===== config.mk =====
export PLATFORM = sky130hd
export DESIGN_NAME = sdp_ram
export DESIGN_NICKNAME = d
export VERILOG_FILES = /design/src/rtl/core/sdp_ram.sv
export SDC_FILE = /design/constraint.sdc
export NUM_CORES = 1
export LEC_CHECK = 0
export BUFFER_PORTS_ARGS = -buffer_cell sky130_fd_sc_hd__buf_2
export CORE_MARGIN = 8
export CORE_UTILIZATION = 40
export CTS_CLUSTER_DIAMETER = 120
export DETAILED_ROUTE_END_ITERATION = 16
export MAX_ROUTING_LAYER = met4
export PLACE_DENSITY = 0.56
export SYNTH_ARGS = -nofsm -noshare
export SYNTH_HDL_FRONTEND = slang
export SYNTH_SLANG_ARGS = --single-unit

===== constraint.sdc =====
create_clock -name clk -period 2.12 [get_ports clk]
set_input_delay 0.318 -clock clk [delete_from_list [all_inputs] [get_ports clk]]
set_output_delay 0.318 -clock clk [all_outputs]
set_load 0.005 [all_outputs]

===== src/rtl/core/sdp_ram.sv =====
// generic simple dual port ram with registered read
module sdp_ram #(
    parameter int WIDTH = 8,
    parameter int DEPTH = 16
) (
    input  logic                     clk,
    input  logic                     we,
    input  logic [$clog2(DEPTH)-1:0] waddr,
    input  logic [WIDTH-1:0]         wdata,
    input  logic                     re,
    input  logic [$clog2(DEPTH)-1:0] raddr,
    output logic [WIDTH-1:0]         rdata
);

    logic [WIDTH-1:0] mem [DEPTH];
    logic [WIDTH-1:0] rdata_reg;

    always_ff @(posedge clk)
    begin
        if (we)
        begin
            mem[waddr] <= wdata;
        end
        if (re)
        begin
            rdata_reg <= mem[raddr];
        end
    end

    assign rdata = rdata_reg;

endmodule


==> results of run 1 <==
area by class of cell:
| type | instances | area [um2] | area share |
|---|---|---|---|
| Sequential cell | 136 | 4080 | 0.650 |
| Multi-Input combinational cell | 83 | 1060 | 0.168 |
| Clock buffer | 17 | 425 | 0.0677 |
| Timing Repair Buffer | 48 | 345 | 0.0549 |
| Tap cell | 172 | 215 | 0.0342 |
| Clock inverter | 15 | 160 | 0.0255 |
report_power, final:
group	internal [W]	leakage, nW	switching, W
combinational	0.000127	0.607	0.000157
clock	0.00182	0.277	0.00103
sequential	0.00303	1.24	0.0000156
total	0.00498	2.12	0.00120
worst paths after layout:
| check | startpoint | endpoint | slack [ns] | cells past startpoint |
|---|---|---|---|---|
| max | mem[10][4] | rdata[4] | 0.64 | 3 |
| min | re | rdata[3] | 0.29 | 1 |
| max reg2reg | mem[10][4] | rdata[4] | 0.64 | 3 |
| min reg2reg | mem[7][1] | rdata[1] | 0.75 | 3 |
synth_stat cells (all sizes together):
cell and number:
nand2 9, clkdlybuf4s25 3, and2b 1, edfxtp 136
and2 1, nor2b 1, nand3 1, mux4 32
or3b 1, a22oi 16, nor2 13, nand2b 2
nand3b 2, buf 7, nor3 4
stage by stage:
stage	hold WS, ns	setup WS, ns	std cells	total power, W	area, um2
2_1_floorplan	0.417	0.309	229	0.00325	5230
3_3_place_gp	0.709	0.230	439	0.00339	5700
3_5_place_dp	0.710	0.225	439	0.00339	5700
4_1_cts	0.277	0.622	471	0.00624	6290
5_1_grt	0.282	0.570	471	0.00636	6290
6_report	0.293	0.639	471	0.00619	6290
per-layer routing:
metal	track usage	up-vias	routed length [um]
met5	-	-	0
met4	0.0608	0	116
met3	0.0363	8	555
met2	0.205	78	4940
met1	0.169	1245	4500
li1	-	1095	-
cell families after synthesis:
| logic type | after synthesis | synth area share |
|---|---|---|
| muxes | 32 | 0.148 |
| buffers and inverters | 10 | 0.0165 |
| and+or+nand+nor | 35 | 0.0314 |
| AOI/OAI and AO/OA | 16 | 0.0230 |
| DFF | 136 | 0.781 |
cell usage in the layout (no fill, tap or decap), drive strengths merged, types with 3 or more instances in the layout:
cell type | Yosys | layout
mux4 | 32 | 32
clkinv | 0 | 8
nand2 | 9 | 9
bufinv | 0 | 3
clkbuf | 0 | 17
nor2 | 13 | 13
nor3 | 4 | 4
clkinvlp | 0 | 4
a22oi | 16 | 16
buf | 7 | 48
edfxtp | 136 | 136
==> impl_metrics.ini, run 1 <==
[detailed_routing]
routed-via-count = 2426
remaining_drc_errors = 0
drtIter0Drc = 241
vias_per_cell = 5.15
wl_per_cell_um = 21.5
totalWireLength_um = 10100
ant_nets = 0
drt_first_pass_iters = 6

[floorplanning]
initial_utilization = 0.413
fp.dieW_um = 130
die_area_um2 = 17000
die_y_um = 130
pin_count = 27
row_count = 41
core-area_um2 = 12700

[synth]
yosys-top-cells-area = edfxtp_1 (78%), mux4_2 (7.8%), mux4_1 (7.0%), a22oi_1 (2.3%), nor2_1 (0.93%)
ys_seq_elements = 136
synth_top_area_frac = 0.781
yosysSeqAreaShare = 0.781
postSynthAreaPerCell_um2 = 22.8
synth_nets = 248
synthCells = 229
ys_warn_count = 0
yosysTopAreaCell = edfxtp_1
netlist_area_um2 = 5230
yosysUniqueCellTypes = 18

[worst_setup_path]
crit_arrival_ns = 1.63
crit_path_start_kind = register
crit_slowest_cell = mux4_1
crit_buf_inv = 0
path_max_fanout = 1
crit_path_end_kind = register
cp.required_ns = 2.27
crit_type = register to register
critPathTopFamily = multiplexers
crit_path_max_incr_delay_ns = 0.49
crit_chain = mux4_1 > a22oi_1 > nand2_1

[layout]
n_antenna_cell = 0
largest_reg_flops = 128
num-fill-cells = 1036
final_util = 0.496
final_layout_size_suffix_gt1_frac = 0.321
num-nets-final = 305
area_growth_pct = 20.3

[power_and_ir_drop]
ir_drop_v = 0.000488
p_leak_nw = 2.12
powerDensity_nw_per_um2 = 984

[clocking]
clk_pin_slew_worst_paths_ns = 0.06
cts-htree-levels = 4
clk_latency_ns = 0.41
postCtsSetupRepairBufs = 0
cts_tree = done
post_cts_resized = 0
ctsHoldBuffers = 0
ctsRootBufferMaster = clkbuf_16
clock-sinks = 136
numCtsBuffers = 17
ctsLongestPathBuffers = 2

[timing]
finalSetupTns_ns = 0
max-slew-margin-rel = 0.700
rsz0062_at_grt = no
hold_viol = 0
tightest_slew_ns = 0.450
fin_skew_ns = 0.00546
fin_crit_ns = 1.48
finalSetupViolCount = 0
fin_crit_sh = 0.699
fmax_ghz = 0.675
finalMaxSlewViolations = 0

[grt]
antenna_found_initial = 0
grt_max_degree = 18
grt_pass1_wl_um = 15400
grt_pass1_vias = 2599
globalRouteTotalUtil = 0.136
gr-total-overflow = 0

[placed_design]
post-dp-hpwl_um = 6510
place_congestion = 0.709
numPortBuffers = 26

[run_status]
status = finished, final reports clean

[hold_path]
hold_path.class = input port to register

[job]
maxCapViolations = 0
No activity file was read; power rests on OpenSTA's default activity.
==> run 2, diff against run 1 <==
--- a/config.mk
+++ b/config.mk
@@ -11,7 +11,7 @@
 export CTS_CLUSTER_DIAMETER = 120
 export DETAILED_ROUTE_END_ITERATION = 16
 export MAX_ROUTING_LAYER = met4
-export PLACE_DENSITY = 0.56
+export PLACE_DENSITY = 0.58
 export SYNTH_ARGS = -nofsm -noshare
 export SYNTH_HDL_FRONTEND = slang
 export SYNTH_SLANG_ARGS = --single-unit
==> constraint.sdc (replaced) <==
create_clock -name clk -period 1.19 [get_ports clk]
set_input_delay 0.1785 -clock clk [delete_from_list [all_inputs] [get_ports clk]]
set_output_delay 0.1785 -clock clk [all_outputs]
set_load 0.005 [all_outputs]
==> run 2 against run 1 <==
Effect of this change: the flow now finishes with violations (setup timing); first-iteration DRC count is 31% lower; total power up 67%; fmax rose by 2.6%; cell count increased by 4.2%; sequential cell count unchanged; non-clock buffer count grew 21; clock skew increased by 0.00055 ns; highest routed layer unchanged.
==> impl_metrics.ini, run 2 (synthesis gave the netlist of run 1 again) <==
[layout]
area_growth_pct = 23.0
layout_commonest_cell = edfxtp_1
num-fill-cells = 1047
n_antenna_cell = 0
multi_input_area_um2 = 1080
final_layout_size_suffix_gt1_frac = 0.420
num-nets-final = 326
layout_common_cells = edfxtp_1 (136), buf_4 (34), mux4_2 (32)
largest_reg_flops = 128
final_util = 0.507
register_area_um2 = 4080

[detailed_routing]
routed-wl-met3_um = 535
met2_length_um = 5240
totalWireLength_um = 10800
wl_per_cell_um = 21.9
drt_first_pass_iters = 4
remaining_drc_errors = 0
routed-via-count = 2523
dr.max_layer_used = met4
met1_length_um = 4800
ant_nets = 0
drtIter0Drc = 166
vias_per_cell = 5.14

[worst_setup_path]
crit_path_max_incr_delay_ns = 0.50
crit_buf_inv = 0
crit_type = register to register
path_max_fanout = 1
critPathTopFamily = multiplexers
crit_arrival_ns = 1.60
crit_path_end_kind = register
crit_path_start_kind = register
cp.required_ns = 1.35
crit_chain = mux4_2 > a22oi_2 > nand2_1
crit_slowest_cell = mux4_2

[grt]
globalRouteTotalUtil = 0.145
antenna_found_initial = 0
gr-total-overflow = 0
grt_max_degree = 17
grt_pass1_vias = 2846
grt_pass1_wl_um = 16600

[placed_design]
numPortBuffers = 26
post-dp-hpwl_um = 7140
place_congestion = 0.702

[timing]
hold_viol = 0
finalSetupTns_ns = -1.67
fin_crit_sh = 1.21
finalSetupViolCount = 8
finalMaxSlewViolations = 0
max-slew-margin-rel = 0.440
rsz0062_at_grt = yes
fin_crit_ns = 1.44
fin_skew_ns = 0.00601
tightest_slew_ns = 0.838
fmax_ghz = 0.693
setup_slack_ns = -0.254

[clocking]
clock-sinks = 136
postCtsSetupRepairBufs = 0
ctsRootBufferMaster = clkbuf_16
clk_latency_ns = 0.41
cts_tree = done
numCtsBuffers = 17
ctsLongestPathBuffers = 2
clk_pin_slew_worst_paths_ns = 0.05
cts-htree-levels = 4

[floorplanning]
die_area_um2 = 17000
initial_utilization = 0.413
fp.dieW_um = 130
pin_count = 27
row_count = 41
die_y_um = 130
core-area_um2 = 12700

[power_and_ir_drop]
powerDensity_nw_per_um2 = 1610
p_leak_nw = 2.15
ir_drop_v = 0.000650

[hold_path]
hold_path.class = input port to register

[run_status]
violations = setup timing
status = finished with violations

[job]
maxCapViolations = 0
==> run 2: timing repair <==
item / CTS / global route
pin swaps: 2 / 0
resized for setup: 5 / 2
hold buffers: 0 / 0
endpoints found under the setup margin: 8 / 8
endpoints found under the hold margin: 0 / 0
==> run 2: area by class of cell <==
type                       instances  share of cell area
multi-input combinational         83               0.169
clock inverter                     8             0.00506
clock buffer                      23              0.0697
tap                              172              0.0335
timing repair buffer              69              0.0880
sequential                       136               0.635
==> run 2: through the flow <==
stage | std cells | power, W | hold slack, ns | area [um2] | setup WS [ns]
3_3_place_gp | 460 | 0.00612 | 0.565 | 5920 | -0.622
6_report | 491 | 0.0104 | 0.133 | 6430 | -0.254
5_1_grt | 491 | 0.0107 | 0.121 | 6430 | -0.323
3_5_place_dp | 460 | 0.00614 | 0.553 | 5920 | -0.612
2_1_floorplan | 229 | 0.00583 | 0.277 | 5260 | -0.189
4_1_cts | 491 | 0.0104 | 0.121 | 6420 | -0.289
==> run 2: power by group <==
group / internal [W] / switching, W
Combinational: 0.000289 / 0.000323
Clock: 0.00259 / 0.00173
Sequential: 0.00540 / 0.0000276
==> run 2: worst paths after layout <==
path              start       end  slack, ns  depth (start not counted)
min                  re  rdata[3]       0.13                          1
max reg2reg   mem[3][6]  rdata[6]      -0.25                          3
max           mem[3][6]  rdata[6]      -0.25                          3
min reg2reg  mem[14][3]  rdata[3]       0.76                          3
==> run 2: metal layers <==
layer / vias to the layer above / global-route usage
li1: 1125 / -
met1: 1313 / 0.182
met2: 70 / 0.216
met3: 15 / 0.0416
met4: 0 / 0.0642
met5: - / -
==> run 2: worst reg2reg max path: cells and delay by family, from the launching register on <==
kind,cells,cell delay [ns]
compound gates,1,0.22
flops,1,0.38
mux,1,0.50
simple gates,1,0.10
==> run 3, diff against run 2 <==
--- a/config.mk
+++ b/config.mk
@@ -11,7 +11,7 @@
 export CTS_CLUSTER_DIAMETER = 120
 export DETAILED_ROUTE_END_ITERATION = 16
 export MAX_ROUTING_LAYER = met4
-export PLACE_DENSITY = 0.58
+export PLACE_DENSITY = 0.61
 export SYNTH_ARGS = -nofsm -noshare
 export SYNTH_HDL_FRONTEND = slang
 export SYNTH_SLANG_ARGS = --single-unit
==> run 3 against run 2 <==
Effect of this change: core utilization up 1.5 points; cell count unchanged; largest power group is now clock; wire length down 2.9%; fmax up 2.0%; first-iteration DRC count up 45%; die area unchanged; critical endpoint is now rdata[2]; largest cell class unchanged; the run still ends with setup timing left.
==> impl_metrics.ini, run 3 (synthesis gave the netlist of run 1 again) <==
[grt]
grt_pass1_wl_um = 16100
grt_pass1_vias = 2697
gr-total-overflow = 0
globalRouteTotalUtil = 0.138
grt_max_degree = 17
antenna_found_initial = 0

[detailed_routing]
totalWireLength_um = 10500
drt_first_pass_iters = 5
drtIter0Drc = 241
vias_per_cell = 5.24
ant_nets = 0
routed-via-count = 2572
wl_per_cell_um = 21.3
remaining_drc_errors = 0

[timing]
setup_slack_ns = -0.226
tightest_slew_ns = 0.894
fin_worst_hold_slack_ns = 0.160
rsz0062_at_grt = yes
max-slew-margin-rel = 0.402
fin_crit_ns = 1.42
finalMaxSlewViolations = 0
finalSetupViolCount = 8
fin_skew_ns = 0.00852
hold_viol = 0
fmax_ghz = 0.706
fin_crit_sh = 1.19

[layout]
layout_commonest_cell = edfxtp_1
largest_reg_flops = 128
num-nets-final = 325
layout_common_cells = edfxtp_1 (136), mux4_2 (32), buf_4 (31)
final_layout_size_suffix_gt1_frac = 0.448
area_growth_pct = 26.5
final_util = 0.522
n_antenna_cell = 0

[floorplanning]
die_y_um = 130
fp.dieW_um = 130
row_count = 41
core-area_um2 = 12700
pin_count = 27
initial_utilization = 0.413
die_area_um2 = 17000

[power_and_ir_drop]
ir_drop_v = 0.00119
p_leak_nw = 2.22
powerDensity_nw_per_um2 = 1760

[job]
maxCapViolations = 0

[worst_setup_path]
crit_type = register to register
crit_arrival_ns = 1.56
crit_path_end_kind = register
path_max_fanout = 1
crit_path_start_kind = register
cp.required_ns = 1.33

[clocking]
cts_tree = done
cts-htree-levels = 4
ctsLongestPathBuffers = 2
numCtsBuffers = 17
clock-sinks = 136
clk_pin_slew_worst_paths_ns = 0.06
ctsHoldBuffers = 0
postCtsSetupRepairBufs = 0
ctsRootBufferMaster = clkbuf_16
clk_latency_ns = 0.41

[run_status]
violations = setup timing
status = finished with violations

[hold_path]
hold_path.class = input port to register

[placed_design]
post-dp-hpwl_um = 6890
pre_cts_ws_ns = -0.650
numPortBuffers = 26
place_congestion = 0.713
run 3: critical path, stage by stage (launching register included):
cell and delay (ns):
edfxtp_1 0.37, mux4_2 0.48, a22oi_2 0.21, nand2_1 0.09
run 3: area by class of cell:
| type | instances | area [um2] |
|---|---|---|
| Fill cell | 1026 | 6060 |
| Clock buffer | 19 | 433 |
| Sequential cell | 136 | 4080 |
| Tap cell | 172 | 215 |
| Multi-Input combinational cell | 83 | 1100 |
| Clock inverter | 13 | 203 |
| Timing Repair Buffer | 68 | 583 |
run 3: final timing paths:
kind,cells past startpoint,slack (ns),start,endpoint
max,3,-0.23,mem[0][2],rdata[2]
min,1,0.16,wdata[4],mem[6][4]
max reg2reg,3,-0.23,mem[0][2],rdata[2]
min reg2reg,3,0.75,mem[12][6],rdata[6]
run 3: power breakdown:
part / leakage [nW] / switching, W / internal (W)
combinational: 0.682 / 0.000328 / 0.000298
clock: 0.300 / 0.00186 / 0.00370
sequential: 1.24 / 0.0000273 / 0.00540
run 3: routing by layer:
layer	GRT usage	part of all wire	vias to the layer above
met3	0.0363	0.047	13
met4	0.0553	0.019	0
li1	-	-	1123
met5	-	0	-
met1	0.183	0.46	1358
met2	0.197	0.47	78
run 3: through the flow:
| stage | total power, W | instances | area, um2 | TNS, ns |
|---|---|---|---|---|
| 2_1_floorplan | 0.00583 | 229 | 5260 | -2.47 |
| 3_3_place_gp | 0.00612 | 459 | 5940 | -21.73 |
| 3_5_place_dp | 0.00614 | 459 | 5940 | -23.32 |
| 4_1_cts | 0.0117 | 491 | 6610 | -1.65 |
| 5_1_grt | 0.0119 | 491 | 6610 | -2.01 |
| 6_report | 0.0116 | 491 | 6610 | -1.61 |
run 3: what timing repair did:
action | 4_1_cts | 5_1_grt
gates cloned | 0 | 0
setup endpoints to repair | 8 | 8
pin swaps | 5 | 2
resized for setup | 9 | 0
endpoints found under the hold margin | 0 | 0
