===== config.mk =====
export PLATFORM = sky130hd
export DESIGN_NAME = sdp_front
export DESIGN_NICKNAME = d
export VERILOG_FILES = /design/src/rtl/core/sdp_pkg.sv /design/src/rtl/core/sdp_front.sv
export SDC_FILE = /design/constraint.sdc
export NUM_CORES = 1
export LEC_CHECK = 0
export ABC_AREA = 1
export BUFFER_PORTS_ARGS = -buffer_cell sky130_fd_sc_hd__buf_2
export CAP_MARGIN = 30
export CELL_PAD_IN_SITES_DETAIL_PLACEMENT = 1
export CELL_PAD_IN_SITES_GLOBAL_PLACEMENT = 1
export CORE_ASPECT_RATIO = 2
export CORE_MARGIN = 2
export CORE_UTILIZATION = 23
export CTS_BUF_LIST = sky130_fd_sc_hd__clkbuf_4
export DETAILED_ROUTE_END_ITERATION = 8
export HOLD_SLACK_MARGIN = 0.15
export MAX_ROUTING_LAYER = met4
export PLACE_DENSITY_LB_ADDON = 0.1
export SLEW_MARGIN = 20
export SYNTH_ARGS = -nofsm -noshare
export SYNTH_HDL_FRONTEND = slang
export SYNTH_SLANG_ARGS = --single-unit

===== constraint.sdc =====
create_clock -name clk -period 4.74 [get_ports clk]
set_input_delay 1.422 -clock clk [delete_from_list [all_inputs] [get_ports clk]]
set_output_delay 1.422 -clock clk [all_outputs]
set_load 0.02 [all_outputs]

===== src/rtl/core/sdp_pkg.sv =====
// shared types, widths and helpers for the seed hit chaining block
package sdp_pkg;

    localparam int MAX_HITS  = 1024;
    localparam int IDX_W     = $clog2(MAX_HITS);
    localparam int CNT_W     = $clog2(MAX_HITS + 1);
    localparam int POS_W     = 32;
    localparam int LEN_W     = 16;
    localparam int SCORE_W   = 48;
    localparam int OUT_IDX_W = 10;
    localparam int DIFF_W    = POS_W + 1;
    localparam int SUM_W     = SCORE_W + 2;
    localparam int IN_W      = 2 * POS_W + LEN_W;
    localparam int OUT_W     = 72;
    localparam int QDEPTH    = 2;
    localparam int QPTR_W    = $clog2(QDEPTH);
    localparam int QCNT_W    = $clog2(QDEPTH + 1);

    typedef struct packed {
        logic             start_set;
        logic [POS_W-1:0] hit_x;
        logic [POS_W-1:0] hit_y;
        logic [LEN_W-1:0] hit_length;
    } hit_t;

    typedef struct packed {
        logic [SCORE_W-1:0] score;
        logic [POS_W-1:0]   y;
        logic [POS_W-1:0]   x;
    } ram_word_t;

    localparam int RAM_W = $bits(ram_word_t);

    typedef struct packed {
        logic [SCORE_W-1:0]   chain_score;
        logic [OUT_IDX_W-1:0] pred_index;
        logic                 has_pred;
        logic [OUT_IDX_W-1:0] hit_index;
        logic                 overflow;
    } result_t;

    function automatic logic [OUT_IDX_W-1:0] out_idx(input logic [IDX_W-1:0] v);
        logic [IDX_W+OUT_IDX_W-1:0] t;
        t = {{OUT_IDX_W{1'b0}}, v};
        return t[OUT_IDX_W-1:0];
    endfunction

endpackage


===== src/rtl/core/sdp_front.sv =====
// input side: accepts hits and queues them for the chaining engine
module sdp_front (
    input  logic                   clk,
    input  logic                   rst_n,
    input  logic                   s_axis_tvalid,
    output logic                   s_axis_tready,
    input  logic [sdp_pkg::IN_W-1:0] s_axis_tdata,  // hit_x, hit_y, hit_length
    input  logic                   s_axis_tuser,  // start_set
    output logic                   q_valid,
    input  logic                   q_pop,
    output sdp_pkg::hit_t          q_item
);
    import sdp_pkg::*;

    hit_t              slot_reg [QDEPTH];
    logic [QPTR_W-1:0] wr_ptr_reg, wr_ptr_next;
    logic [QPTR_W-1:0] rd_ptr_reg, rd_ptr_next;
    logic [QCNT_W-1:0] cnt_reg, cnt_next;
    logic              push;
    logic              pop;
    hit_t              in_item;

    always_comb
    begin
        in_item.start_set  = s_axis_tuser;
        in_item.hit_x      = s_axis_tdata[POS_W-1:0];
        in_item.hit_y      = s_axis_tdata[2*POS_W-1:POS_W];
        in_item.hit_length = s_axis_tdata[IN_W-1:2*POS_W];
    end

    assign s_axis_tready = (cnt_reg != QCNT_W'(QDEPTH));
    assign push          = s_axis_tvalid && s_axis_tready;
    assign pop           = q_pop && (cnt_reg != '0);
    assign q_valid       = (cnt_reg != '0);
    assign q_item        = slot_reg[rd_ptr_reg];

    always_comb
    begin
        wr_ptr_next = wr_ptr_reg;
        rd_ptr_next = rd_ptr_reg;
        cnt_next    = cnt_reg;
        if (push)
        begin
            wr_ptr_next = (wr_ptr_reg == QPTR_W'(QDEPTH - 1)) ? '0 : wr_ptr_reg + QPTR_W'(1);
        end
        if (pop)
        begin
            rd_ptr_next = (rd_ptr_reg == QPTR_W'(QDEPTH - 1)) ? '0 : rd_ptr_reg + QPTR_W'(1);
        end
        if (push && !pop)
        begin
            cnt_next = cnt_reg + QCNT_W'(1);
        end
        else if (pop && !push)
        begin
            cnt_next = cnt_reg - QCNT_W'(1);
        end
    end

    always_ff @(posedge clk or negedge rst_n)
    begin
        if (!rst_n)
        begin
            wr_ptr_reg <= '0;
            rd_ptr_reg <= '0;
            cnt_reg    <= '0;
        end
        else
        begin
            wr_ptr_reg <= wr_ptr_next;
            rd_ptr_reg <= rd_ptr_next;
            cnt_reg    <= cnt_next;
        end
    end

    always_ff @(posedge clk)
    begin
        if (push)
        begin
            slot_reg[wr_ptr_reg] <= in_item;
        end
    end

endmodule


==> summary.txt, run 1 <==
Power and ir drop
  – PwrDens: 629 nW/um^2
  – Leak: roughly 3.2 nW
  – VDD IR max: 0.172 mV

Floorplan
  – Die area: 28,100 um^2
  – Row count: 84
  – DIE HEIGHT: 235 um
  – CORE AREA: 26,300 um^2
  – Initial Util: 23.4%
  – Die width: 120 um
  – Num ports: 168

Routing
  – Vias: 3,905
  – DRT Wirelength: approximately 16,000 um
  – Via-per-instance ratio: 3.96
  – First DRT Iteration DRCs: 127
  – Final routed DRC violation total: 0
  – Pre-antenna DRT Iters: 4
  – ANT nets after route: 0
  – Wire per inst: 15.8 um

Final layout
  – Layout Utilization: 29.1%
  – Nets: between 700 and 800
  – Max FFs per register: 162
  – Share of layout cells above drive strength 1: 32.6%
  – Final cell count without fillers: 987
  – Syn-to-layout area delta: 24.6%

Timing
  – Clock Skew: 0.0111 ns
  – Final Hold Viols: 0
  – RSZ-0062 raised after global routing: no
  – Worst-Margin Slew: 0.750 ns
  – Relative slew slack: 50.0%
  – Slew Viols, Final: 0
  – Final setup viols: 0
  – Final period utilization: 76.0%
  – Final Critical Period: 3.60 ns
  – Fmax: 278 MHz

Global routing
  – First-pass GRT wire length: 24,100 um
  – Vias in the first global route: 4,370
  – GR Overflow Total: 0
  – Gr usage total: 12.1%
  – Largest net degree at the start of global routing: 83
  – Initial antenna violation count: 4

CTS
  – CTS Hold Bufs: 0
  – Clock net sink count: ~170
  – Clk slew on worst S/H paths: 0.13 ns
  – Post-CTS setup buffers: 0
  – CTS buffer count: 17
  – CTS tree: yes
  – Clock Latency Late Sink: 0.59 ns
  – PostCTS Resize Cnt: 0
  – Root Buffer: clkbuf_4
  – Clock Path Buffers: 2
  – # H-tree levels: 4

Critical path
  – Setup CP Type: flop to output pin
  – Crit-path most repeated cell: nand2_1
  – CP Launch Type: flop
  – Slowest-stage cell, CP: dfrtp_4
  – CP Data Arrival Time: 2.18 ns
  – Critical Path, Cell by Cell: clkinv_2 > buf_4 > nand2_1 > nand2_1 > buf_2
  – Crit path max fanout: 27
  – CP Capture Type: output pin
  – Largest stage delay on the critical path: approximately 0.5 ns
  – WP data required: 3.32 ns

Worst hold path
  – HP Class: flop to flop

Synth
  – Post-synthesis cell area: 6140 um^2
  – Netlist cell types: 15
  – Sequential fraction of the synthesis area: 80.8%
  – Syn_area_per_cell: 13.6 um^2
  – YS warnings: 0
  – FF+latch count, synth: between 150 and 200
  – Syn Nets: 537
  – Mapped Cells: 451

Run status
  – Status: finished clean

Placement
  – Input/output buffers: 167
  – Detailed-placement wirelength estimate: 10,100 um
  – Placed insts: 952
  – Final RePlAce weighted congestion: around 0.7

Flow run
  – Max cap viols: 0
-- cell families (layout without fill, tap and decap cells) --
| family | count (synthesis) | count (layout) | synth area share, % |
|---|---|---|---|
| and+or+nand+nor | 258 | 258 | 15.9 |
| DFF | 166 | 166 | 80.8 |
| buffers and inverters | 24 | 212 | 2.77 |
| xor gates and xnor gates | 2 | 2 | 0.285 |
| adders and majority gates | 1 | 1 | 0.204 |
| other | 0 | 4 | 0 |
-- Yosys cell counts (all sizes together) --
cell / count / area (um^2)
nand2: 253 / 952
edfxtp: 162 / 4860
buf: 17 / 144
inv: 7 / 26.3
dfrtp: 4 / 100
nand3: 2 / 10.0
nor2: 2 / 7.51
ha: 1 / 12.5
nand4: 1 / 6.26
xnor2: 1 / 8.76
xor2: 1 / 8.76
-- routing by layer --
metal,vias up,wire [um],track usage (%)
met2,99,8830,21.9
met3,13,770,3.81
met5,-,0,-
li1,1873,-,-
met1,1920,5670,11.4
met4,0,289,5.45
-- power breakdown --
part	switching (W)	internal, W	leakage (nW)
clock	0.000485	0.000357	0.148
sequential	0.0000817	0.00201	1.55
combinational	0.00137	0.000511	1.52
total	0.00194	0.00287	3.22
-- path summary, 6_finish.rpt --
path	start	to	slack, ns	cells past startpoint
setup / recovery	rd_ptr_reg$_DFFE_PN0P_	q_item[65]	1.14	5
hold / removal	cnt_reg[0]$_DFFE_PN0P_	cnt_reg[0]$_DFFE_PN0P_	0.54	1
setup reg to reg	cnt_reg[0]$_DFFE_PN0P_	slot_reg[1][65]$_DFFE_PP_	2.91	5
hold reg to reg	cnt_reg[0]$_DFFE_PN0P_	cnt_reg[0]$_DFFE_PN0P_	0.54	1
max in group asynchronous	rst_n	rd_ptr_reg$_DFFE_PN0P_	3.99	1
min in group asynchronous	rst_n	rd_ptr_reg$_DFFE_PN0P_	0.61	1
-- layout make-up --
cell class / count / area (um^2)
inverters: 7 / 27.5
repair buffers: 175 / 921
fillers: 2971 / 18600
diodes: 4 / 10.0
well taps: 344 / 430
flip-flops and latches: 166 / 4970
clock inverters: 12 / 138
clock buffers: 18 / 135
multi-input cells: 261 / 1020
-- layout by cell type, fill, tap and decap left out, types with 3 or more instances in the layout --
cell type and instances:
edfxtp_1 162, inv_1 6, dfrtp_1 3, buf_4 6, buf_2 167, nand2_1 252, clkbuf_4 18, clkinv_2 6
diode_2 4, bufinv_16 3
-- metrics by stage --
stage                     power, W  area, um^2  setup WS, ns  hold slack, ns  setup TNS [ns]
after floorplan            0.00338        6140        -0.665           0.462         -107.77
after global placement     0.00404        7350          1.67           0.480               0
after detailed placement   0.00408        7350          1.63           0.492               0
after CTS                  0.00495        7620         0.893           0.507               0
after global routing       0.00515        7650         0.904           0.518               0
final                      0.00481        7650          1.14           0.539               0
-- critical path, delay by kind of cell, from the launching register on --
| family | cells | cell delay (ns) |
|---|---|---|
| buf+inv | 3 | 0.85 |
| simple gates | 2 | 0.21 |
| flops | 1 | 0.50 |
Note: power is estimated with default switching activity, not from simulation.
==> run 2, diff against run 1 <==
==> constraint.sdc (replaced) <==
create_clock -name clk -period 3.6 [get_ports clk]
set_input_delay 1.08 -clock clk [delete_from_list [all_inputs] [get_ports clk]]
set_output_delay 1.08 -clock clk [all_outputs]
set_load 0.02 [all_outputs]
==> run 2 against run 1 <==
Via count grew 0.49%. Cell area grew 0.26%. Register-to-register slack lost 1.1 ns. Combinational power grew 30%. Largest cell class unchanged. Largest power group unchanged. Highest routed layer unchanged.
==> summary.txt, run 2 (same netlist as run 1, synthesis figures left out) <==
Run status
  – Status: finished clean

Critical path
  – CP Capture Type: output pin
  – Crit-path most repeated cell: nand2_1
  – CP Launch Type: flop
  – Setup CP Type: flop to output pin
  – CP Data Arrival Time: 2.06 ns
  – WP data required: 2.52 ns
  – Largest stage delay on the critical path: roughly 0.5 ns
  – Slowest-stage cell, CP: dfrtp_4
  – Critical Path, Cell by Cell: inv_2 > buf_4 > nand2_1 > nand2_1 > buf_2
  – Crit path max fanout: 45
  – R2r worst-path depth: 5

Routing
  – First DRT Iteration DRCs: 123
  – Vias: between 3,000 and 4,000
  – Final routed DRC violation total: 0
  – Wire per inst: 16.1 um
  – ANT nets after route: 0
  – Pre-antenna DRT Iters: 4
  – Via-per-instance ratio: 3.98
  – DRT Wirelength: about 16,000 um

Floorplan
  – CORE AREA: 26,300 um^2
  – Initial Util: between 20% and 30%
  – Num ports: 168
  – Die area: around 28,000 um^2
  – Die width: approximately 120 um
  – Row count: between 80 and 90
  – DIE HEIGHT: 235 um

Power and ir drop
  – Reg power frac: 42.8%
  – Switching pwr: approximately 0.0026 W
  – Leak: around 3.2 nW
  – Clock power share: 19.0%
  – PwrDens: 837 nW/um^2
  – Pwr Total: approximately 0.0064 W
  – VDD IR max: 0.288 mV
  – Sw frac: 39.7%
  – Logic gate share of total power: between 30% and 40%
  – Int Pwr: approximately 0.0039 W

Global routing
  – Vias in the first global route: 4,366
  – Gr usage total: 12.2%
  – GR Overflow Total: 0
  – Largest net degree at the start of global routing: 83
  – Initial antenna violation count: 2
  – First-pass GRT wire length: about 24,000 um

Timing
  – RSZ-0062 raised after global routing: no
  – Slew Viols, Final: 0
  – Setup TNS: 0 ns
  – Final Critical Period: 3.14 ns
  – Final period utilization: 87.2%
  – Final setup viols: 0
  – Relative slew slack: a little over half
  – Worst-Margin Slew: 0.697 ns
  – Clock Skew: around 0.012 ns
  – Fmax: 318 MHz
  – Final Hold Viols: 0

Flow run
  – Max cap viols: 0

Final layout
  – Commonest cells after routing, fill and taps aside: nand2_1, buf_2, edfxtp_1
  – Max FFs per register: ~160
  – Most common cell after layout, fill and taps aside: nand2_1
  – Nets: 712
  – Syn-to-layout area delta: 24.9%
  – Share of layout cells above drive strength 1: 32.4%

CTS
  – Clock Path Buffers: 2
  – PostCTS Resize Cnt: 0
  – Clock net sink count: 166
  – CTS Hold Bufs: 0
  – CTS buffer count: 17
  – CTS tree: yes
  – Clock Latency Late Sink: 0.60 ns
  – Post-CTS setup buffers: 0
  – # H-tree levels: 4
  – Clk slew on worst S/H paths: 0.13 ns
  – Root Buffer: clkbuf_4

Placement
  – Final RePlAce weighted congestion: 0.680
  – Detailed-placement wirelength estimate: 10,200 um
  – Input/output buffers: between 150 and 200

Worst hold path
  – HP Class: input pin to async pin
[run 2: area by class of cell]
cell class                      count  area, um^2
Fill cell                        2982       18600
Sequential cell                   166        4970
Multi-Input combinational cell    261        1020
Timing Repair Buffer              173         906
Tap cell                          344         430
Clock buffer                       21         158
Clock inverter                     11         156
Inverter                            7        26.3
Antenna cell                        2        5.00
[run 2: power by group through the flow]
stage	Sequential, W	Combinational, W	Clock [W]
after global placement	0.00278	0.00255	0
after CTS	0.00276	0.00258	0.00129
after global routing	0.00279	0.00274	0.00135
final	0.00275	0.00245	0.00122
after floorplan	0.00279	0.00163	0
after detailed placement	0.00280	0.00257	0
[run 2: layer usage]
metal | GRT usage (%) | share of wire [%] | wire [um] | vias up
met1 | 10.5 | 34 | 5320 | 1921
met5 | - | 0 | 0 | -
met3 | 4.15 | 5.4 | 860 | 22
met2 | 23.0 | 58 | 9280 | 111
met4 | 5.70 | 2.5 | 403 | 0
li1 | - | - | - | 1870
[run 2: metrics by stage]
step,util [%],hold WS [ns],instances,instance area [um^2],setup slack [ns]
finish,29.2,0.263,985,7670,0.460
CTS,29.2,0.163,983,7670,0.278
detailed placement,28.0,0.497,951,7350,1.03
global route,29.2,0.176,985,7670,0.203
global placement,28.0,0.481,951,7350,1.04
floorplan,-,0.462,451,6150,-0.105
[run 2: path summary, 6_finish.rpt]
kind | startpoint | endpoint | slack [ns]
setup / recovery | rd_ptr_reg$_DFFE_PN0P_ | q_item[25] | 0.46
hold / removal | rst_n | cnt_reg[0]$_DFFE_PN0P_ | 0.26
setup reg to reg | cnt_reg[0]$_DFFE_PN0P_ | slot_reg[0][7]$_DFFE_PP_ | 1.81
hold reg to reg | cnt_reg[0]$_DFFE_PN0P_ | cnt_reg[0]$_DFFE_PN0P_ | 0.51
max in group asynchronous | rst_n | rd_ptr_reg$_DFFE_PN0P_ | 3.19
min in group clk | cnt_reg[0]$_DFFE_PN0P_ | cnt_reg[0]$_DFFE_PN0P_ | 0.51
[run 2: worst max-delay path, delay by kind of cell, from the launching register on]
family,cells,cell delay (ns)
buffers and inverters,3,0.69
flip-flops,1,0.51
AND/OR/NAND/NOR,2,0.22
