`config.mk`:
```
export PLATFORM = sky130hd
export DESIGN_NAME = sdp_back
export DESIGN_NICKNAME = d
export VERILOG_FILES = /design/src/rtl/core/sdp_pkg.sv /design/src/rtl/core/sdp_back.sv
export SDC_FILE = /design/constraint.sdc
export NUM_CORES = 1
export LEC_CHECK = 0
export ABC_AREA = 1
export BUFFER_PORTS_ARGS = -buffer_cell sky130_fd_sc_hd__buf_2
export CAP_MARGIN = 20
export CORE_MARGIN = 2
export CORE_UTILIZATION = 58
export DETAILED_ROUTE_END_ITERATION = 8
export GPL_ROUTABILITY_DRIVEN = 0
export PLACE_DENSITY = 0.79
export SYNTH_ARGS = -nofsm -noshare
export SYNTH_HDL_FRONTEND = slang
export SYNTH_SLANG_ARGS = --single-unit
```
`constraint.sdc`:
```
create_clock -name clk -period 5.93 [get_ports clk]
set_input_delay 0.2965 -clock clk [delete_from_list [all_inputs] [get_ports clk]]
set_output_delay 0.2965 -clock clk [all_outputs]
set_load 0.02 [all_outputs]
```
`src/rtl/core/sdp_pkg.sv`:
```
// shared types, widths and helpers for the seed hit chaining block
package sdp_pkg;

    localparam int MAX_HITS  = 1024;
    localparam int IDX_W     = $clog2(MAX_HITS);
    localparam int CNT_W     = $clog2(MAX_HITS + 1);
    localparam int POS_W     = 32;
    localparam int LEN_W     = 16;
    localparam int SCORE_W   = 48;
    localparam int OUT_IDX_W = 10;
    localparam int DIFF_W    = POS_W + 1;
    localparam int SUM_W     = SCORE_W + 2;
    localparam int IN_W      = 2 * POS_W + LEN_W;
    localparam int OUT_W     = 72;
    localparam int QDEPTH    = 2;
    localparam int QPTR_W    = $clog2(QDEPTH);
    localparam int QCNT_W    = $clog2(QDEPTH + 1);

    typedef struct packed {
        logic             start_set;
        logic [POS_W-1:0] hit_x;
        logic [POS_W-1:0] hit_y;
        logic [LEN_W-1:0] hit_length;
    } hit_t;

    typedef struct packed {
        logic [SCORE_W-1:0] score;
        logic [POS_W-1:0]   y;
        logic [POS_W-1:0]   x;
    } ram_word_t;

    localparam int RAM_W = $bits(ram_word_t);

    typedef struct packed {
        logic [SCORE_W-1:0]   chain_score;
        logic [OUT_IDX_W-1:0] pred_index;
        logic                 has_pred;
        logic [OUT_IDX_W-1:0] hit_index;
        logic                 overflow;
    } result_t;

    function automatic logic [OUT_IDX_W-1:0] out_idx(input logic [IDX_W-1:0] v);
        logic [IDX_W+OUT_IDX_W-1:0] t;
        t = {{OUT_IDX_W{1'b0}}, v};
        return t[OUT_IDX_W-1:0];
    endfunction

endpackage

```
`src/rtl/core/sdp_back.sv`:
```
// chaining engine: walks stored hits, scores them, reports the result and stores the new hit unless full
module sdp_back (
    input  logic                        clk,
    input  logic                        rst_n,
    input  logic                        q_valid,
    output logic                        q_pop,
    input  sdp_pkg::hit_t               q_item,
    output logic                        ram_we,
    output logic [sdp_pkg::IDX_W-1:0]   ram_waddr,
    output sdp_pkg::ram_word_t          ram_wdata,
    output logic                        ram_re,
    output logic [sdp_pkg::IDX_W-1:0]   ram_raddr,
    input  sdp_pkg::ram_word_t          ram_rdata,
    output logic                        res_valid,
    input  logic                        res_ready,
    output sdp_pkg::result_t            res
);
    import sdp_pkg::*;

    typedef enum logic [2:0] {
        ST_IDLE   = 3'b001,
        ST_WALK   = 3'b010,
        ST_FINISH = 3'b100
    } state_t;

    state_t                    state_reg, state_next;
    hit_t                      item_reg;
    logic [CNT_W-1:0]          count_reg, count_next;
    logic [CNT_W-1:0]          n_reg;
    logic [CNT_W-1:0]          k_reg, k_next;
    logic [CNT_W-1:0]          k_dec;

    logic                      p1_valid_reg;
    logic [IDX_W-1:0]          p1_idx_reg;
    logic                      p2_valid_reg;
    logic [IDX_W-1:0]          p2_idx_reg;
    logic signed [DIFF_W-1:0]  dy_reg, dx_reg;
    logic signed [SCORE_W-1:0] p2_score_reg;
    logic                      p3_valid_reg;
    logic [IDX_W-1:0]          p3_idx_reg;
    logic signed [DIFF_W-1:0]  m_reg;
    logic signed [DIFF_W:0]    g_reg;
    logic signed [SCORE_W-1:0] p3_score_reg;
    logic                      p4_valid_reg;
    logic [IDX_W-1:0]          p4_idx_reg;
    logic signed [SCORE_W-1:0] cand_reg;

    logic signed [SCORE_W-1:0] best_reg;
    logic [IDX_W-1:0]          pred_reg;
    logic                      found_reg;

    logic                      out_valid_reg;
    result_t                   out_reg;

    logic signed [DIFF_W-1:0]  dy_next, dx_next, len_ext, m_next, min_dxy;
    logic signed [DIFF_W:0]    d_next, g_next;
    logic signed [SUM_W-1:0]   sum_next;
    logic signed [SCORE_W-1:0] cand_next;
    logic                      start_item;
    logic                      walk_done;
    logic                      full;
    logic                      out_load;

    assign start_item      = (state_reg == ST_IDLE) && q_valid;
    assign q_pop           = start_item;
    assign k_dec           = k_reg - CNT_W'(1);
    assign ram_re          = (state_reg == ST_WALK) && (k_reg != '0);
    assign ram_raddr       = k_dec[IDX_W-1:0];
    assign walk_done       = (k_reg == '0) && !p1_valid_reg && !p2_valid_reg
                             && !p3_valid_reg && !p4_valid_reg;
    assign full            = (n_reg == CNT_W'(MAX_HITS));
    assign out_load        = (state_reg == ST_FINISH) && (!out_valid_reg || res_ready);

    assign ram_we          = out_load && !full;
    assign ram_waddr       = n_reg[IDX_W-1:0];
    assign ram_wdata.score = best_reg;
    assign ram_wdata.y     = item_reg.hit_y;
    assign ram_wdata.x     = item_reg.hit_x;

    assign res_valid       = out_valid_reg;
    assign res             = out_reg;

    // candidate arithmetic, one step per stage
    always_comb
    begin
        dy_next  = $signed({1'b0, item_reg.hit_y}) - $signed({1'b0, ram_rdata.y});
        dx_next  = $signed({1'b0, item_reg.hit_x}) - $signed({1'b0, ram_rdata.x});
        len_ext  = $signed({{(DIFF_W - LEN_W){1'b0}}, item_reg.hit_length});
        min_dxy  = (dy_reg < dx_reg) ? dy_reg : dx_reg;
        m_next   = (min_dxy < len_ext) ? min_dxy : len_ext;
        d_next   = $signed({dy_reg[DIFF_W-1], dy_reg}) - $signed({dx_reg[DIFF_W-1], dx_reg});
        g_next   = d_next[DIFF_W] ? -d_next : d_next;
        sum_next = SUM_W'(p3_score_reg) + SUM_W'(m_reg) - SUM_W'(g_reg);
        if (!sum_next[SUM_W-1] && (sum_next[SUM_W-2:SCORE_W-1] != '0))
        begin
            cand_next = {1'b0, {(SCORE_W-1){1'b1}}};
        end
        else if (sum_next[SUM_W-1] && (sum_next[SUM_W-2:SCORE_W-1] != '1))
        begin
            cand_next = {1'b1, {(SCORE_W-1){1'b0}}};
        end
        else
        begin
            cand_next = sum_next[SCORE_W-1:0];
        end
    end

    always_comb
    begin
        state_next = state_reg;
        count_next = count_reg;
        k_next     = k_reg;
        case (state_reg)
            ST_IDLE:
            begin
                if (start_item)
                begin
                    count_next = q_item.start_set ? '0 : count_reg;
                    k_next     = count_next;
                    state_next = ST_WALK;
                end
            end
            ST_WALK:
            begin
                if (k_reg != '0)
                begin
                    k_next = k_dec;
                end
                else if (walk_done)
                begin
                    state_next = ST_FINISH;
                end
            end
            ST_FINISH:
            begin
                if (out_load)
                begin
                    if (!full)
                    begin
                        count_next = n_reg + CNT_W'(1);
                    end
                    state_next = ST_IDLE;
                end
            end
            default:
            begin
                state_next = ST_IDLE;
            end
        endcase
    end

    always_ff @(posedge clk or negedge rst_n)
    begin
        if (!rst_n)
        begin
            state_reg     <= ST_IDLE;
            count_reg     <= '0;
            k_reg         <= '0;
            p1_valid_reg  <= 1'b0;
            p2_valid_reg  <= 1'b0;
            p3_valid_reg  <= 1'b0;
            p4_valid_reg  <= 1'b0;
            out_valid_reg <= 1'b0;
        end
        else
        begin
            state_reg    <= state_next;
            count_reg    <= count_next;
            k_reg        <= k_next;
            p1_valid_reg <= ram_re;
            p2_valid_reg <= p1_valid_reg;
            p3_valid_reg <= p2_valid_reg;
            p4_valid_reg <= p3_valid_reg;
            if (out_load)
            begin
                out_valid_reg <= 1'b1;
            end
            else if (res_ready)
            begin
                out_valid_reg <= 1'b0;
            end
        end
    end

    always_ff @(posedge clk)
    begin
        if (start_item)
        begin
            item_reg  <= q_item;
            n_reg     <= count_next;
            best_reg  <= $signed({{(SCORE_W - LEN_W){1'b0}}, q_item.hit_length});
            pred_reg  <= '0;
            found_reg <= 1'b0;
        end
        else if (p4_valid_reg && (cand_reg > best_reg))
        begin
            best_reg  <= cand_reg;
            pred_reg  <= p4_idx_reg;
            found_reg <= 1'b1;
        end
        p1_idx_reg   <= ram_raddr;
        p2_idx_reg   <= p1_idx_reg;
        dy_reg       <= dy_next;
        dx_reg       <= dx_next;
        p2_score_reg <= $signed(ram_rdata.score);
        p3_idx_reg   <= p2_idx_reg;
        m_reg        <= m_next;
        g_reg        <= g_next;
        p3_score_reg <= p2_score_reg;
        p4_idx_reg   <= p3_idx_reg;
        cand_reg     <= cand_next;
        if (out_load)
        begin
            out_reg.chain_score <= best_reg;
            out_reg.pred_index  <= found_reg ? out_idx(pred_reg) : '0;
            out_reg.has_pred    <= found_reg;
            out_reg.hit_index   <= full ? '0 : out_idx(n_reg[IDX_W-1:0]);
            out_reg.overflow    <= full;
        end
    end

endmodule

```
==> results.toml, run 1 <==
[floorplanning]
core_region_area_sq_um = 50400
ios = 403
die-area_sq_um = 53000
start_util_pct = 59.0
rows = 82
die_w_um = 230
die_h_um = 230

[setup_path]
path_class = "flip-flop to flip-flop"
worstRegToRegCells = 27
r2r_end = "m_reg[9]"
endpoint_kind = "flip-flop"
crit_fanout = 44
worst_r2r_startpoint = "dy_reg[0]"
reg2reg_slack_ps = 1430
cp-start-kind = "flip-flop"
cp.required_ps = 6500
arrival_ps = 5070

[sta]
finClkSkew_ps = 32.2
fin_crit_sh_pct = 75.9
rsz0062_at_grt = "false"
finalHoldViolations = 0
drv_slew = 0
fmax_mhz = 222
tightest_slew_ps = 913
setup_slack_ps = 1430
slew_headroom_pct = 38.7
fin_crit_ps = 4500
setup_viol = 0
setup_tns_ps = 0

[cts]
cts-buffers-inserted = 57
clk_latency_ps = 630
clock_sinks = 567
clk_path_buf_depth = 3
ctsResizeCount = 0
root_buffer = "clkbuf_16"
cts_htree_levels = 2
cts_tree = "done"
clk_pin_slew_ps = 60

[drt]
via_count = 24395
drt_first_iter_violations = 1711
drt-total-wl_um = 73900
drt_pass1_iterations = 6
drc_errors = 0
vias_per_cell = 5.16
wl_per_cell_um = 15.6
antenna_left = 0

[run]
maxCapViolCount = 0

[placed_design]
post-place-ws_ps = 1460
io_buffers = 402
place_area_sq_um = 31800
hpwl_um = 55200

[synth]
synth_cell_types = 58
avgSynthCellArea_sq_um = 8.40
ys_seq_area_share_pct = 44.7
synthTopCellsByArea = "dfxtp_1, edfxtp_1, nand2_1"
yosysTopAreaCellShare_pct = 24.3
synth-seq-cells = 567
synth.cell_area_sq_um = 29700
syn_nets = 3998
async_flop_share_pct = 5.29
ys.flop_type = "dfxtp_1"
synth_cells = 3535
synth_warnings = 0
yosysTopAreaCell = "dfxtp_1"
synth-edff-count = 177

[final_layout]
area_growth_pct = 18.6
stdcell_area_sq_um = 35200
multi_input_area_sq_um = 13200
fillers = 3865
nNetsFinal = 4471
register_area_sq_um = 13300
final_layout_size_suffix_gt1_share_pct = 13.4
largest_reg_flops = 70

[min_path]
hold_path.class = "input port to flip-flop"
worstHoldEndpoint = "dy_reg[1]"
hold_start = "ram_rdata[33]"
min_path_cells = 3

[global_routing]
grt_pass1_vias = 23798
overflow = 0
antenna_found_initial = 5
grtUsageTotal_pct = 27.5
grt_max_degree = 86
grt_pass1_wl_um = 117000

[status]
status = "complete, no violations"
## routing by layer
metal	up-vias	share of wire (%)	global-route usage (%)
met5	-	0	0
met2	872	48	47.8
met4	0	3.5	9.54
met1	11137	42	34.8
met3	182	6.1	4.19
li1	12204	-	-
## timing repair
item	4_1_cts	5_1_grt
endpoints found under the setup margin	0	0
hold buffers	133	0
hold endpoints to repair	172	0
buffers inserted	0	0
## Yosys cell counts (6+ instances only)
cell,number
dfrtp_1,29
buf_2,15
fa_1,51
o21ai_0,140
nor4_1,11
xor2_1,113
ha_1,215
a21boi_1,12
a31oi_1,27
a211oi_1,6
buf_4,81
a21oi_1,217
a21o_1,12
o21a_1,19
o21bai_1,21
nor2_1,317
dfxtp_1,360
o211ai_1,10
nor3_1,35
o21ai_1,9
inv_1,629
xnor2_1,46
nand3_1,108
clkbuf_1,32
nand2_4,7
nand4_1,47
a21boi_0,11
nand2_1,726
edfxtp_1,177
## cells by family after synthesis
logic type / Yosys count / share of synthesized area, %
AOI/OAI and AO/OA: 506 / 9.70
xor gates and xnor gates: 160 / 4.74
buffers and inverters: 764 / 10.8
DFF: 567 / 44.7
and+or+nand+nor: 1272 / 17.6
adders and majority gates: 266 / 12.5
## how the worst max path moves through the flow
stage | from | endpoint | slack (ps) | cells past startpoint
final | dy_reg[0] | m_reg[9] | 1430 | 27
after global routing | dy_reg[0] | m_reg[4] | 980 | 27
after CTS | dy_reg[0] | m_reg[9] | 1440 | 27
after detailed placement | dy_reg[0] | m_reg[13] | 1460 | 27
after global placement | dy_reg[0] | m_reg[9] | 1520 | 27
after floorplan | state_reg[1] | n_reg[5] | 540 | 8
## cells in the final DEF (no fill, tap or decap), types with 10 or more instances in the layout
cell type / count
nand2_1: 726
inv_1: 629
buf_2: 402
dfxtp_1: 360
nor2_1: 315
a21oi_1: 217
ha_1: 215
edfxtp_1: 177
o21ai_0: 139
dlygate4sd3_1: 133
xor2_1: 113
nand3_1: 108
clkbuf_16: 62
fa_1: 51
nand4_1: 47
xnor2_1: 46
nor3_1: 35
dfrtp_1: 29
a31oi_1: 27
o21bai_1: 21
o21a_1: 19
a21o_1: 12
a21boi_1: 12
nor4_1: 11
a21boi_0: 11
o211ai_1: 10
## worst max-delay path, cell delays in order, from the launching register on
cell and delay [ps]:
dfxtp_1 310, inv_1 50, ha_1 140, inv_1 60, fa_1 440, nand3_1 130, nand3_2 120, nand2_1 100
nand2_2 110, nand2_4 110, nand2_4 80, nand2_4 100, nand2_4 240, o21ai_0 430, ha_1 320, a21oi_1 130
o21ai_0 90, nand3_1 70, a21oi_1 60, a211oi_1 200, nand2_1 80, nand2_1 60, nand2_1 40, nand2_1 70
nand2_2 350, nand2_4 320, nand2_1 80, nand2_1 90
## metrics by stage
stage | hold WS, ps | cells | utilization [%]
floorplan | 0.909 | 3535 | -
global placement | 310 | 4486 | 63.2
detailed placement | 312 | 4486 | 63.2
CTS | 0.545 | 4727 | 69.8
global route | 24.1 | 4730 | 69.9
finish | 25.6 | 4731 | 69.9
## cell type report
cell class	instances	share of cell area, %
Antenna cell	2	0.0142
Clock buffer	78	4.84
Clock inverter	30	0.906
Inverter	632	6.73
Multi-Input combinational cell	2204	37.6
Sequential cell	567	37.7
Tap cell	672	2.39
Timing Repair Buffer	546	9.84
Power of run 1 is not shown: default switching activity piles up to over one toggle a cycle in this logic, so the estimate is an artifact.
==> run 2, diff against run 1 <==
--- a/config.mk
+++ b/config.mk
@@ -5,14 +5,14 @@
 export SDC_FILE = /design/constraint.sdc
 export NUM_CORES = 1
 export LEC_CHECK = 0
-export ABC_AREA = 1
+export ABC_AREA = 0
 export BUFFER_PORTS_ARGS = -buffer_cell sky130_fd_sc_hd__buf_2
 export CAP_MARGIN = 20
 export CORE_MARGIN = 2
 export CORE_UTILIZATION = 58
 export DETAILED_ROUTE_END_ITERATION = 8
 export GPL_ROUTABILITY_DRIVEN = 0
-export PLACE_DENSITY = 0.79
+export PLACE_DENSITY = 0.8
 export SYNTH_ARGS = -nofsm -noshare
 export SYNTH_HDL_FRONTEND = slang
 export SYNTH_SLANG_ARGS = --single-unit
==> constraint.sdc (replaced) <==
create_clock -name clk -period 4.45 [get_ports clk]
set_input_delay 0.2225 -clock clk [delete_from_list [all_inputs] [get_ports clk]]
set_output_delay 0.2225 -clock clk [all_outputs]
set_load 0.02 [all_outputs]
==> run 2 against run 1 <==
Compared with the run above: the run now ends with negative setup slack left; design area increased by 0.31%; synthesized area decreased by 3.5%; synthesized cell count decreased by 18%; count of clock-buffer cells in the layout decreased by 9; highest routed layer unchanged.
==> results.toml, run 2 <==
[cts]
cts_htree_levels = 2
clk_path_buf_depth = 3
clock_sinks = 567
cts_tree = "done"
root_buffer = "clkbuf_16"
clk_pin_slew_ps = 60
clk_latency_ps = 660
cts-buffers-inserted = 55

[power]
p_leak_nw = 16.4
p_int_mw = 18.2
netSwitchingPower_mw = 14.3
netSwitchingFraction_pct = 44.1
seqPwrFrac_pct = 25.4
power.share.clock_pct = 15.1
cellPowerDensity_nw_per_um2 = 919
total_power_mw = 32.5
ir_drop_mv = 0.546
p_comb_share_pct = 59.5

[sta]
setup_slack_ps = -440
slew_headroom_pct = 37.7
finClkSkew_ps = 67.2
finalHoldViolations = 0
fmax_mhz = 205
tightest_slew_ps = 926
rsz0062_at_grt = "true"
setup_viol = 31
fin_crit_sh_pct = 110
hold_slack_ps = 26.1
fin_crit_ps = 4890
drv_slew = 0

[final_layout]
area_growth_pct = 23.2
largest_reg_flops = 70
final_layout_size_suffix_gt1_share_pct = 20.4
layout_common_cells = "buf_2, inv_1, dfxtp_1, a21oi_1, ha_1"
final_common_cell = "buf_2"
stdcell_area_sq_um = 35300
fillers = 3340
nNetsFinal = 3951

[synth]
synth_cells = 2915
synth.cell_area_sq_um = 28700
yosysTopAreaCellShare_pct = 25.1
avgSynthCellArea_sq_um = 9.84
yosysTopAreaCell = "dfxtp_1"
synthTopCellsByArea = "dfxtp_1, edfxtp_1, ha_1"
synth_cell_types = 87
syn_nets = 3378
synth-edff-count = 177
synth_warnings = 0
ys_seq_area_share_pct = 46.3
yosysMostFrequentCell = "inv_1"
ys_top_cells_by_count = "inv_1, dfxtp_1, a21oi_1, ha_1, o21ai_0"
synth-seq-cells = 567
async_flop_share_pct = 5.29
ys.flop_type = "dfxtp_1"

[setup_path]
worst-path-buf-inv = 6
path_class = "flip-flop to flip-flop"
startpoint = "dy_reg[0]"
crit_family = "compound AO/OA/AOI/OAI gates"
cp-start-kind = "flip-flop"
crit_fanout = 8
slowest_stage = "o211ai_1"
cp_slowest_stage_delay_ps = 380
cp.required_ps = 4960
reg2reg_slack_ps = -440
worst_r2r_startpoint = "dy_reg[0]"
endpoint_kind = "flip-flop"
arrival_ps = 5390

[drt]
vias_per_cell = 5.47
drc_errors = 0
drt_first_iter_violations = 1686
drt_pass1_iterations = 6
via_count = 22975
drt-total-wl_um = 73700
wl_per_cell_um = 17.6
antenna_left = 0

[global_routing]
overflow = 0
grt_pass1_vias = 23113
antenna_found_initial = 0
grt_pass1_wl_um = 115000
grt_max_degree = 84
grtUsageTotal_pct = 28.1

[floorplanning]
die_w_um = 226
die_h_um = 226
start_util_pct = 58.7
die-area_sq_um = 51200
rows = 81
core_region_area_sq_um = 48800
ios = 403

[placed_design]
io_buffers = 402
place_area_sq_um = 31600
hpwl_um = 53700

[min_path]
hold_path.class = "input port to flip-flop"
hold_start = "ram_rdata[26]"

[run]
maxCapViolCount = 0

[status]
failed_checks = "negative setup slack"
status = "finished, violations left"
==> run 2: worst register-to-register path: stages, from the launching register on <==
cell	delay, ps
dfxtp_2	330
inv_2	40
ha_4	150
inv_2	50
fa_2	200
a21o_1	110
a21o_1	160
a21oi_4	90
o21ai_4	200
a31oi_4	110
o211ai_1	380
nand2_2	250
buf_6	220
buf_4	140
nand2_1	60
o21ai_0	160
ha_1	360
buf_4	130
nand4_1	110
nor2_1	160
o21ai_1	130
o31ai_4	330
a31oi_2	150
nor2_4	250
clkbuf_16	210
mux2_2	330
==> run 2: kinds of logic after synthesis <==
logic type	share of synthesized area, %
mux	0.764
compound gates	16.2
buf+inv	8.24
simple gates	10.4
flops	46.3
fa+ha+maj	12.9
xor+xnor	5.13
==> run 2: layout make-up <==
type / count / area, sq um / share of cell area [%]
well taps: 664 / 831 / 2.35
clock inverters: 34 / 372 / 1.05
inverters: 393 / 1480 / 4.19
clock buffers: 69 / 1610 / 4.55
diodes: 1 / 2.50 / 0.00708
multi-input cells: 1799 / 13300 / 37.7
flip-flops and latches: 567 / 13300 / 37.6
repair buffers: 672 / 4450 / 12.6
==> run 2: final timing paths <==
check	endpoint	cells after the start
max in group asynchronous	count_reg[4]	2
setup reg to reg	m_reg[13]	25
min in group asynchronous	count_reg[6]	2
setup / recovery	m_reg[13]	25
hold / removal	dx_reg[26]	4
hold reg to reg	p3_score_reg[20]	0
==> run 2: per-layer routing <==
| layer | global-route usage (%) | share of wire (%) | vias to the layer above |
|---|---|---|---|
| met5 | 0 | 0 | - |
| met4 | 11.6 | 3.9 | 0 |
| met3 | 3.99 | 6.1 | 190 |
| met2 | 50.3 | 50 | 913 |
| met1 | 33.9 | 40 | 10780 |
| li1 | - | - | 11092 |
==> run 2: repair_timing <==
item	CTS	global route
pin swaps	3	5
setup buffers	3	8
hold buffers	136	0
hold endpoints to repair	183	0
resized for setup	17	32
setup endpoints to repair	31	75
gates cloned	1	2
==> run 2: per-stage QoR <==
stage          utilization, %  setup TNS, ps  setup WS (ps)  cells
2_1_floorplan               -          -1000          -93.7   2915
3_3_place_gp             64.7          -8610           -316   3944
3_5_place_dp             64.8         -12460           -437   3945
4_1_cts                  71.8          -5590           -210   4188
5_1_grt                  72.3         -18020           -635   4198
6_report                 72.3         -11820           -440   4199
==> run 2: power groups by stage <==
stage,Clock [mW],Sequential [mW],Combinational (mW)
after CTS,4.97,8.23,18.6
after global placement,0,8.24,17.5
after floorplan,0,8.18,13.3
after global routing,5.17,8.40,21.3
after detailed placement,0,8.32,18.2
final,4.90,8.25,19.3
No activity file was read; power rests on OpenSTA's default activity.
==> run 3, diff against run 2 <==
--- a/config.mk
+++ b/config.mk
@@ -8,7 +8,6 @@
 export ABC_AREA = 0
 export BUFFER_PORTS_ARGS = -buffer_cell sky130_fd_sc_hd__buf_2
 export CAP_MARGIN = 20
-export CORE_MARGIN = 2
 export CORE_UTILIZATION = 58
 export DETAILED_ROUTE_END_ITERATION = 8
 export GPL_ROUTABILITY_DRIVEN = 0
==> run 3 against run 2 <==
Compared with the run above: the flow still finishes with violations (negative setup slack); sequential cell count did not move; power fell by 0.84%; fmax rose by 4.6%; clock power fell by 1%; clock skew fell by 43 ps; sequential power barely moved; critical endpoint is now m_reg[6]; largest power group unchanged.
==> results.toml, run 3 (synthesized netlist as in run 2, its figures left out) <==
[status]
status = "finished, violations left"
failed_checks = "negative setup slack"

[setup_path]
cp.required_ps = 4950
worstRegToRegCells = 26
arrival_ps = 5170
r2r_end = "m_reg[6]"
cpMostUsedCell = "a21o_1"
worst-path-buf-inv = 3
path_class = "flip-flop to flip-flop"
crit_fanout = 17
slowest_stage = "o211ai_1"
reg2reg_slack_ps = -230
crit_family = "compound AO/OA/AOI/OAI gates"
cp-start-kind = "flip-flop"
worst_r2r_startpoint = "dy_reg[0]"
endpoint_kind = "flip-flop"
cp_slowest_stage_delay_ps = 380

[final_layout]
largest_reg_flops = 70
instances_no_fill = 4204
area_growth_pct = 22.7
nNetsFinal = 3953
multi_input_area_sq_um = 13200
final_common_cell = "buf_2"
fillers = 3485
register_area_sq_um = 13300
layout_common_cells = "buf_2, inv_1, dfxtp_1, a21oi_1, ha_1"
final_layout_size_suffix_gt1_share_pct = 20.2

[placed_design]
post-place-ws_ps = -440
dp.cells = 3955
hpwl_um = 53600
io_buffers = 402

[global_routing]
grt_pass1_wl_um = 115000
antenna_found_initial = 1
grtUsageTotal_pct = 28.4
grt_pass1_vias = 23020
grt_max_degree = 77
overflow = 0

[cts]
clock_sinks = 567
cts-buffers-inserted = 56
clk_pin_slew_ps = 60
cts_htree_levels = 2
clk_latency_ps = 610
cts_tree = "done"
clk_path_buf_depth = 3
root_buffer = "clkbuf_16"

[min_path]
hold_start = "res_ready"
worstHoldEndpoint = "res_valid"
hold_path.class = "input port to flip-flop"
min_path_cells = 3

[drt]
wl_met1_um = 29700
maxUsedRoutingLayer = "met4"
antenna_left = 0
drt_pass1_iterations = 5
drc_errors = 0
met2_length_um = 36600
drt-total-wl_um = 72900
via_count = 22920
wl_met3_um = 3970
wl_per_cell_um = 17.3
vias_per_cell = 5.45
drt_first_iter_violations = 1267

[floorplanning]
die_h_um = 224
die_w_um = 224
start_util_pct = 58.7
die-area_sq_um = 50300
ios = 403
rows = 81
core_region_area_sq_um = 48800

[sta]
rsz0062_at_grt = "true"
setup_viol = 31
tightest_slew_ps = 936
finalHoldViolations = 0
fin_crit_sh_pct = 105
fmax_mhz = 214
drv_slew = 0
finClkSkew_ps = 24.4
setup_slack_ps = -226
slew_headroom_pct = 36.0
fin_crit_ps = 4680

[power]
cellPowerDensity_nw_per_um2 = 915
total_power_mw = 32.2
p_leak_nw = 16.4
ir_drop_mv = 0.518

[run]
maxCapViolCount = 0
run 3: through the flow:
step	util, %	cell area [sq um]	hold slack, ps	setup TNS, ps
2_1_floorplan	-	28800	-73.1	-1000
3_3_place_gp	64.9	31700	279	-7220
3_5_place_dp	64.9	31700	296	-12370
4_1_cts	71.8	35100	8.68	-8210
5_1_grt	72.0	35200	41.8	-12520
6_report	72.1	35200	41.7	-5120
run 3: metal layers:
metal,up-vias,GRT usage (%)
li1,11110,-
met1,10801,34.3
met2,827,51.2
met3,182,3.87
met4,0,10.5
met5,-,0
run 3: how the worst max path moves through the flow:
| stage | slack, ps | start | to | cells past startpoint |
|---|---|---|---|---|
| 2_1_floorplan | -90 | dy_reg[0] | m_reg[10] | 27 |
| 3_3_place_gp | -280 | dy_reg[0] | m_reg[10] | 26 |
| 3_5_place_dp | -440 | dy_reg[0] | m_reg[10] | 24 |
| 4_1_cts | -310 | dy_reg[0] | m_reg[6] | 27 |
| 5_1_grt | -440 | dy_reg[0] | m_reg[14] | 26 |
| 6_report | -230 | dy_reg[0] | m_reg[6] | 26 |
run 3: layout make-up:
cell class | instances | area share, %
multi-input cells | 1799 | 37.6
inverters | 393 | 4.21
clock buffers | 83 | 5.10
well taps | 664 | 2.36
repair buffers | 673 | 12.6
diodes | 2 | 0.0142
flip-flops and latches | 567 | 37.7
clock inverters | 23 | 0.462
run 3: tightest hold or removal path: cells and delay by family:
family	cells	cell delay, ps
AND/OR/NAND/NOR	2	280
buffers and inverters	1	80
run 3: power by group:
part / switching [mW] / internal, mW / total (mW)
clock: 2.02 / 2.82 / 4.84
combinational: 11.1 / 8.04 / 19.1
sequential: 0.997 / 7.25 / 8.24
total: 14.1 / 18.1 / 32.2
run 3: what timing repair did:
action,4_1_cts,5_1_grt
endpoints found under the setup margin,31,74
gates resized for setup,14,19
pin swaps,5,2
hold buffers,135,0
gates cloned,1,0
setup buffers,4,0
endpoints found under the hold margin,179,0
